<file path="src/ffa_pkg.sv">
package ffa_pkg;

  localparam int MAX_BLOCKS   = 64;
  localparam int HEADER_BYTES = 40;
  localparam int UNIT_BYTES   = 8;

  localparam int IDX_W = (MAX_BLOCKS > 1) ? $clog2(MAX_BLOCKS) : 1;
  localparam int CNT_W = $clog2(MAX_BLOCKS + 1);

  localparam logic [31:0] HEAP_BASE_RESET  = 32'd65536;
  localparam logic [31:0] HEAP_LIMIT_RESET = 32'd1048576;

  localparam logic [1:0] ST_OK      = 2'd0;
  localparam logic [1:0] ST_ZERO    = 2'd1;
  localparam logic [1:0] ST_NOSPACE = 2'd2;
  localparam logic [1:0] ST_BADREL  = 2'd3;

  localparam logic FUNC_ALLOC   = 1'b0;
  localparam logic FUNC_RELEASE = 1'b1;

  localparam logic CFG_HEAP_BASE  = 1'b0;
  localparam logic CFG_HEAP_LIMIT = 1'b1;

  typedef struct packed {
    logic [31:0] start;
    logic [31:0] bytes;
    logic        free;
  } entry_t;

  localparam int ENTRY_W = $bits(entry_t);

endpackage

</file>
<file path="src/ffa_table_ram.sv">
module ffa_table_ram #(
  parameter int WIDTH = 65,
  parameter int DEPTH = 64,
  parameter int ADDR_W = (DEPTH > 1) ? $clog2(DEPTH) : 1
) (
  input  logic              clk,
  input  logic              wr_en,
  input  logic [ADDR_W-1:0] wr_addr,
  input  logic [WIDTH-1:0]  wr_data,
  input  logic              rd_en,
  input  logic [ADDR_W-1:0] rd_addr,
  output logic [WIDTH-1:0]  rd_data
);

  logic [WIDTH-1:0] mem [DEPTH];

  always_ff @(posedge clk) begin
    if (wr_en) begin
      mem[wr_addr] <= wr_data;
    end
  end

  always_ff @(posedge clk) begin
    if (rd_en) begin
      rd_data <= mem[rd_addr];
    end
  end

endmodule

</file>
<file path="src/first_fit_block_allocator.sv">
// First-fit heap block allocator.
// A transaction is issued by raising start while busy is low; func selects
// allocate (request_size in eight-byte units) or release (block_addr, the
// payload address). Each transaction yields exactly one result, presented on
// status, payload_addr and reused for a single cycle with done high. The
// receiver cannot stall; it must take the result in that cycle.
// Timing: a zero-size allocate or a null release answers in the cycle after
// acceptance. Otherwise the block table, held in a synchronous RAM, is read
// one entry per cycle, lowest first, until a hit or the end of the table; an
// allocate that finds no fit then goes through an append state. One item is
// handled at a time, and a new start may be given in the cycle in which done
// is high.
// Configuration: cfg_write with cfg_index 0 sets heap_base, 1 sets heap_limit;
// writes must be made only while the block is idle; the block does not enforce it.
// Reset (rst, synchronous) empties the table and the heap and restores the
// register defaults; the RAM itself is not cleared, since only entries below
// the entry count are ever read.
module first_fit_block_allocator
  import ffa_pkg::*;
(
  input  logic        clk,
  input  logic        rst,
  input  logic        start,
  output logic        busy,
  input  logic        func,
  input  logic [23:0] request_size,
  input  logic [31:0] block_addr,
  input  logic        cfg_write,
  input  logic        cfg_index,
  input  logic [31:0] cfg_data,
  output logic        done,
  output logic [1:0]  status,
  output logic [31:0] payload_addr,
  output logic        reused
);

  localparam logic [1:0] S_IDLE   = 2'd0;
  localparam logic [1:0] S_SCAN   = 2'd1;
  localparam logic [1:0] S_APPEND = 2'd2;

  logic [1:0]       state;
  logic [31:0]      heap_base;
  logic [31:0]      heap_limit;
  logic [31:0]      heap_used;
  logic [CNT_W-1:0] entry_count;

  // Latched transaction and precomputed sums.
  logic             op;
  logic [31:0]      need;
  logic [32:0]      total;
  logic [32:0]      start_sum;
  logic [31:0]      addr;

  // Scan pipeline: scan_idx is the next entry to read, pend marks that RAM
  // read data for entry pend_idx is present this cycle.
  logic [CNT_W-1:0] scan_idx;
  logic             pend;
  logic [IDX_W-1:0] pend_idx;

  logic             ram_wr_en;
  logic [IDX_W-1:0] ram_wr_addr;
  entry_t           ram_wr_data;
  logic             ram_rd_en;
  entry_t           ram_rd_data;

  logic             accept;
  logic             hit;
  logic [31:0]      rd_payload;
  logic [33:0]      used_total;
  logic [33:0]      reach;
  logic             no_space;

  assign busy   = (state != S_IDLE);
  assign accept = start && !busy;

  assign rd_payload = ram_rd_data.start + 32'(HEADER_BYTES);
  assign hit = (op == FUNC_ALLOC) ? (ram_rd_data.free && (ram_rd_data.bytes >= need))
                                  : (rd_payload == addr);

  assign used_total = {2'b00, heap_used} + {1'b0, total};
  assign reach      = {1'b0, start_sum} + {1'b0, total};
  assign no_space   = (entry_count >= CNT_W'(MAX_BLOCKS))
                   || (used_total > {2'b00, heap_limit})
                   || (reach > 34'h0_FFFF_FFFF);

  assign ram_rd_en = (state == S_SCAN) && !(pend && hit) && (scan_idx < entry_count);

  // Write-back of a hit during the scan, or the new entry on append.
  always_comb begin
    ram_wr_en   = 1'b0;
    ram_wr_addr = pend_idx;
    ram_wr_data = ram_rd_data;
    if (state == S_SCAN && pend && hit) begin
      if (op == FUNC_ALLOC) begin
        ram_wr_en        = 1'b1;
        ram_wr_data.free = 1'b0;
      end else if (!ram_rd_data.free) begin
        ram_wr_en        = 1'b1;
        ram_wr_data.free = 1'b1;
      end
    end else if (state == S_APPEND && !no_space) begin
      ram_wr_en         = 1'b1;
      ram_wr_addr       = entry_count[IDX_W-1:0];
      ram_wr_data.start = start_sum[31:0];
      ram_wr_data.bytes = need;
      ram_wr_data.free  = 1'b0;
    end
  end

  ffa_table_ram #(
    .WIDTH(ENTRY_W),
    .DEPTH(MAX_BLOCKS)
  ) u_table (
    .clk    (clk),
    .wr_en  (ram_wr_en),
    .wr_addr(ram_wr_addr),
    .wr_data(ram_wr_data),
    .rd_en  (ram_rd_en),
    .rd_addr(scan_idx[IDX_W-1:0]),
    .rd_data(ram_rd_data)
  );

  always_ff @(posedge clk) begin
    if (rst) begin
      heap_base  <= HEAP_BASE_RESET;
      heap_limit <= HEAP_LIMIT_RESET;
    end else if (cfg_write) begin
      unique case (cfg_index)
        CFG_HEAP_BASE:  heap_base  <= cfg_data;
        CFG_HEAP_LIMIT: heap_limit <= cfg_data;
      endcase
    end
  end

  // Payload registers of the latched transaction.
  always_ff @(posedge clk) begin
    if (accept) begin
      op        <= func;
      need      <= 32'(request_size) * 32'(UNIT_BYTES);
      total     <= 33'(32'(request_size) * 32'(UNIT_BYTES)) + 33'(HEADER_BYTES);
      start_sum <= {1'b0, heap_base} + {1'b0, heap_used};
      addr      <= block_addr;
    end
    if (ram_rd_en) begin
      pend_idx <= scan_idx[IDX_W-1:0];
    end
  end

  always_ff @(posedge clk) begin
    if (rst) begin
      state       <= S_IDLE;
      done        <= 1'b0;
      pend        <= 1'b0;
      scan_idx    <= '0;
      entry_count <= '0;
      heap_used   <= '0;
    end else begin
      done <= 1'b0;
      pend <= ram_rd_en;
      unique case (state)
        S_IDLE: begin
          scan_idx <= '0;
          if (accept) begin
            status       <= ST_OK;
            payload_addr <= '0;
            reused       <= 1'b0;
            if (func == FUNC_ALLOC && request_size == 24'd0) begin
              // A zero-size request fails at once and changes nothing.
              status <= ST_ZERO;
              done   <= 1'b1;
            end else if (func == FUNC_RELEASE && block_addr == 32'd0) begin
              // Releasing null is a silent success.
              done <= 1'b1;
            end else begin
              state <= S_SCAN;
            end
          end
        end
        S_SCAN: begin
          if (pend && hit) begin
            state <= S_IDLE;
            done  <= 1'b1;
            if (op == FUNC_ALLOC) begin
              payload_addr <= rd_payload;
              reused       <= 1'b1;
            end else if (ram_rd_data.free) begin
              // The first entry with this address is already free.
              status <= ST_BADREL;
            end
          end else if (ram_rd_en) begin
            scan_idx <= scan_idx + CNT_W'(1);
          end else if (op == FUNC_ALLOC) begin
            state <= S_APPEND;
          end else begin
            // No entry carries the address being released.
            state  <= S_IDLE;
            done   <= 1'b1;
            status <= ST_BADREL;
          end
        end
        S_APPEND: begin
          state <= S_IDLE;
          done  <= 1'b1;
          if (no_space) begin
            status <= ST_NOSPACE;
          end else begin
            payload_addr <= start_sum[31:0] + 32'(HEADER_BYTES);
            entry_count  <= entry_count + CNT_W'(1);
            heap_used    <= used_total[31:0];
          end
        end
        default: begin
          state <= S_IDLE;
        end
      endcase
    end
  end

`ifndef NO_ASSERTIONS
  a_done_idle: assert property (@(posedge clk) disable iff (rst) done |-> !busy)
    else $error("result strobe while a transaction is still in progress");

  a_accept_progress: assert property (@(posedge clk) disable iff (rst)
    accept |=> (done || busy))
    else $error("accepted transaction neither answered nor in progress");

  a_count_bound: assert property (@(posedge clk) disable iff (rst)
    entry_count <= CNT_W'(MAX_BLOCKS))
    else $error("entry count exceeds table depth");

  a_scan_write_has_data: assert property (@(posedge clk) disable iff (rst)
    (ram_wr_en && state == S_SCAN) |-> (pend && !ram_rd_en))
    else $error("write-back during scan without valid read data");

  a_heap_grows: assert property (@(posedge clk) disable iff (rst)
    !$past(rst) |-> (heap_used >= $past(heap_used)))
    else $error("heap usage decreased");
`endif

endmodule

</file>
<file path="config.mk">
export PLATFORM = sky130hd
export DESIGN_NAME = first_fit_block_allocator
export DESIGN_NICKNAME = d
export VERILOG_FILES = /design/src/ffa_pkg.sv /design/src/ffa_table_ram.sv /design/src/first_fit_block_allocator.sv
export SDC_FILE = /design/constraint.sdc
export NUM_CORES = 2
export LEC_CHECK = 0
export BUFFER_PORTS_ARGS = -buffer_cell sky130_fd_sc_hd__buf_2
export CORE_AREA = 2 2 599 601
export DETAILED_ROUTE_END_ITERATION = 16
export DIE_AREA = 0 0 601 603
export PLACE_DENSITY_LB_ADDON = 0.05
export RECOVER_POWER = 100
export SYNTH_ARGS = -nofsm -noshare
export SYNTH_HDL_FRONTEND = slang
export SYNTH_MEMORY_MAX_BITS = 65536
export SYNTH_SLANG_ARGS = --single-unit
</file>
<file path="constraint.sdc">
create_clock -name clk -period 13.8 [get_ports clk]
set_input_delay 2.76 -clock clk [delete_from_list [all_inputs] [get_ports clk]]
set_output_delay 2.76 -clock clk [all_outputs]
set_load 0.02 [all_outputs]
</file>
==> results.sh <==
export IMPL_status="finished with violations"
export IMPL_violations="capacitance limit, slew limit"
export IMPL_syn_area_um2=177000
export IMPL_cts_setup_buffers=0
export IMPL_worst_slew_pin_slew_ps=4550
export IMPL_fin_util=0.558
export IMPL_ir_worst_vdd_v=0.000134
export IMPL_grt_util_all_layers=0.284
export IMPL_slew_violations=6626
export IMPL_ant_nets=0
export IMPL_route_met3_wl_mm=40.1
export IMPL_grt_pass1_vias=86367
export IMPL_placed_area_um2=185000
export IMPL_cts_sinks=4492
export IMPL_die_y_um=603
export IMPL_crit_path_end_kind="register"
export IMPL_die_area_um2=362000
export IMPL_holdWs_ps=438
export IMPL_ctsResizeCount=0
export IMPL_htree_num_levels=5
export IMPL_ios=131
export IMPL_crit_arrival_ps=11620
export IMPL_ys_ff_latch=4492
export IMPL_yosysUniqueCellTypes=84
export IMPL_holdBufCountCts=0
export IMPL_numPlacedInstances=12632
export IMPL_drt_initial_drc_count=11374
export IMPL_setup_worst_path_start_class="register"
export IMPL_vias=87326
export IMPL_synthArstFlopShare=0
export IMPL_synth_main_ff_cell="edfxtp_1"
export IMPL_highest_layer="met5"
export IMPL_yosys_warnings=0
export IMPL_setup_worst_path_class="register to register"
export IMPL_clockBufferDepth=4
export IMPL_relSlewSlack=-2.03
export IMPL_drive_above_1_share=0.254
export IMPL_vias_per_cell=6.47
export IMPL_n_fill_cell=26618
export IMPL_period_share=0.806
export IMPL_finalSetupViolCount=0
export IMPL_critPathSlowestCell="clkbuf_1"
export IMPL_dpl_hpwl_mm=305
export IMPL_hold_violations=0
export IMPL_crit_top_cell="a21oi_1"
export IMPL_clkTransAtPathRegs_ps=60
export IMPL_gp_congestion=0.882
export IMPL_drt_total_wl_mm=516
export IMPL_numPortBuffers=130
export IMPL_grt_max_degree=136
export IMPL_slowest_delay_ps=2380
export IMPL_cts_root_buffer="clkbuf_16"
export IMPL_worstHoldPathType="register to register"
export IMPL_grt_overflow=0
export IMPL_insertion_delay_ps=1010
export IMPL_syn2layout_area_growth_pct=11.9
export IMPL_syn_num_nets=8152
export IMPL_setup_tns_ps=0
export IMPL_layout_cells_non_filler=13503
export IMPL_drv_cap=150
export IMPL_stdcell_area_um2=198000
export IMPL_wl_met2_mm=242
export IMPL_syn_area_per_cell_um2=22.4
export IMPL_required_ps=14310
export IMPL_initial_utilization=0.498
export IMPL_cp_max_fo=58
export IMPL_cts_inserted_buffers=461
export IMPL_final_min_clock_period_ps=11120
export IMPL_grt_pass1_wl_mm=713
export IMPL_p_leak_uw=0.0601
export IMPL_nets=8590
export IMPL_firstDrtPassIters=7
export IMPL_num_rows=219
export IMPL_netlist_instances=7906
export IMPL_dieWidth_um=601
export IMPL_core_um2=355000
export IMPL_fin_skew_ps=66.9
export IMPL_timing_fmax_ghz=0.0899
export IMPL_drc=0
export IMPL_rsz0062_at_grt="false"
export IMPL_antenna_found_initial=53
export IMPL_wl_per_cell_um=38.2
export IMPL_cts_tree="yes"
export IMPL_power_density_nw_per_um2=139
export IMPL_routedLengthMet1_mm=215
export IMPL_ys_seq_area_frac=0.755
export IMPL_synth_edf_count=4381
-- stage by stage --
stage / total power (µW) / setup slack [ps]
after floorplan: 15500 / 3240
after CTS: 27700 / 4380
final: 27500 / 2680
after detailed placement: 15800 / 4410
after global placement: 15800 / 4290
after global routing: 28300 / 1940
-- final cells by class --
cell class / count / area [µm²] / area share
clock buffers: 596 / 12300 / 0.0618
diodes: 27 / 67.6 / 0.000341
multi-input cells: 2938 / 41600 / 0.210
inverters: 91 / 342 / 0.00172
flip-flops and latches: 4492 / 134000 / 0.675
clock inverters: 248 / 2220 / 0.0112
repair buffers: 360 / 1930 / 0.00972
well taps: 4751 / 5940 / 0.0300
-- final timing paths --
path         slack [ps]  depth (start not counted)                       endpoint                      start
max                2680                         26  u_table.mem[59][25]$_DFFE_PP_  heap_used[3]$_SDFFE_PP0P_
min                 440                          0         start_sum[2]$_DFFE_PP_  heap_base[2]$_SDFFE_PP0P_
max reg2reg        2680                         26  u_table.mem[59][25]$_DFFE_PP_  heap_used[3]$_SDFFE_PP0P_
min reg2reg         440                          0         start_sum[2]$_DFFE_PP_  heap_base[2]$_SDFFE_PP0P_
-- cell usage after synthesis, types with 6 or more instances --
library cell  count  share of area
buf_2            19        0.00054
xnor2_1          95         0.0047
a32o_1            7        0.00040
a211oi_1          9        0.00038
o2111ai_1         6        0.00030
and4_1            8        0.00040
a21oi_1         149         0.0042
dfxtp_1         111          0.013
edfxtp_1       4381           0.74
nor2_1          126         0.0027
a31oi_1          11        0.00039
nor4_1           32         0.0011
nand2b_1         21        0.00074
o22ai_1          32         0.0011
nand2_1         251         0.0053
a21boi_1          8        0.00034
or3_1            21        0.00074
o21bai_1          8        0.00034
buf_1            90         0.0019
xor2_1           70         0.0035
mux4_2         1365           0.17
and3_1           25        0.00088
nor2b_1          26        0.00092
or4_1            10        0.00042
or2_2             8        0.00028
o31ai_1           8        0.00034
mux2_1           33         0.0021
o21a_1           17        0.00072
buf_4             7        0.00030
o21ai_0          38         0.0011
clkbuf_1        265         0.0056
mux2i_1          35         0.0020
ha_1            149          0.011
and2_1           39         0.0014
nand3b_1         11        0.00047
nor3b_1           6        0.00025
o21ai_1          28        0.00079
nor3_1           39         0.0011
nand3_1          62         0.0018
inv_1            90         0.0019
nand4_1          46         0.0016
mux2_2            7        0.00045
a21o_1           57         0.0024
-- sequential cells by signal, summed over array words and instances, names as in the netlist, 2 cells and up --
register,count
addr,32
entry_count,7
heap_base,32
heap_limit,32
heap_used,29
need,24
payload_addr,32
pend_idx,6
scan_idx,7
start_sum,33
state,2
status,2
total,25
u_table.mem,4160
u_table.rd_data,65
-- cells by family after synthesis --
family / after synthesis / synth area share
flip-flops: 4492 / 0.755
adder cells (fa/ha/maj): 152 / 0.0109
AO/OA/AOI/OAI: 426 / 0.0153
AND/OR/NAND/NOR: 754 / 0.0214
multiplexers: 1440 / 0.178
XOR/XNOR: 166 / 0.00830
buffers and inverters: 476 / 0.0105
-- critical path: cells and delay by family, from the launching register on --
kind                       cells  cell delay, ps
AOI/OAI and AO/OA             14            3310
xor gates and xnor gates       1             210
adders and majority gates      3             730
buffers and inverters          2            3030
DFF                            1             360
and+or+nand+nor                6            2890
-- where the power goes --
group	internal (µW)	switching [µW]	leakage (µW)
registers	14900	80.6	0.0404
clock network	6850	5190	0.00705
logic	137	351	0.0127
total	21900	5620	0.0601
-- layer usage --
layer | vias to the layer above | track usage
li1 | 34523 | -
met1 | 47944 | 0.421
met2 | 4114 | 0.443
met3 | 741 | 0.0400
met4 | 4 | 0.0907
met5 | - | 0
-- placed cells by master (no fill, tap or decap), types with 57 or more instances in the layout --
master / Yosys / final
clkinv_1: 1 / 96
xnor2_1: 95 / 95
a21o_1: 57 / 57
nand3_1: 62 / 62
clkbuf_1: 265 / 328
inv_1: 90 / 90
nand2_1: 251 / 251
nor2_1: 126 / 126
mux4_2: 1365 / 1365
buf_4: 7 / 99
o21ai_0: 38 / 62
dfxtp_1: 111 / 106
xor2_1: 70 / 70
edfxtp_1: 4381 / 4381
ha_1: 149 / 149
clkbuf_16: 0 / 468
a21oi_1: 149 / 143
clkinv_2: 0 / 84
Note: power is estimated with default switching activity, not from simulation.
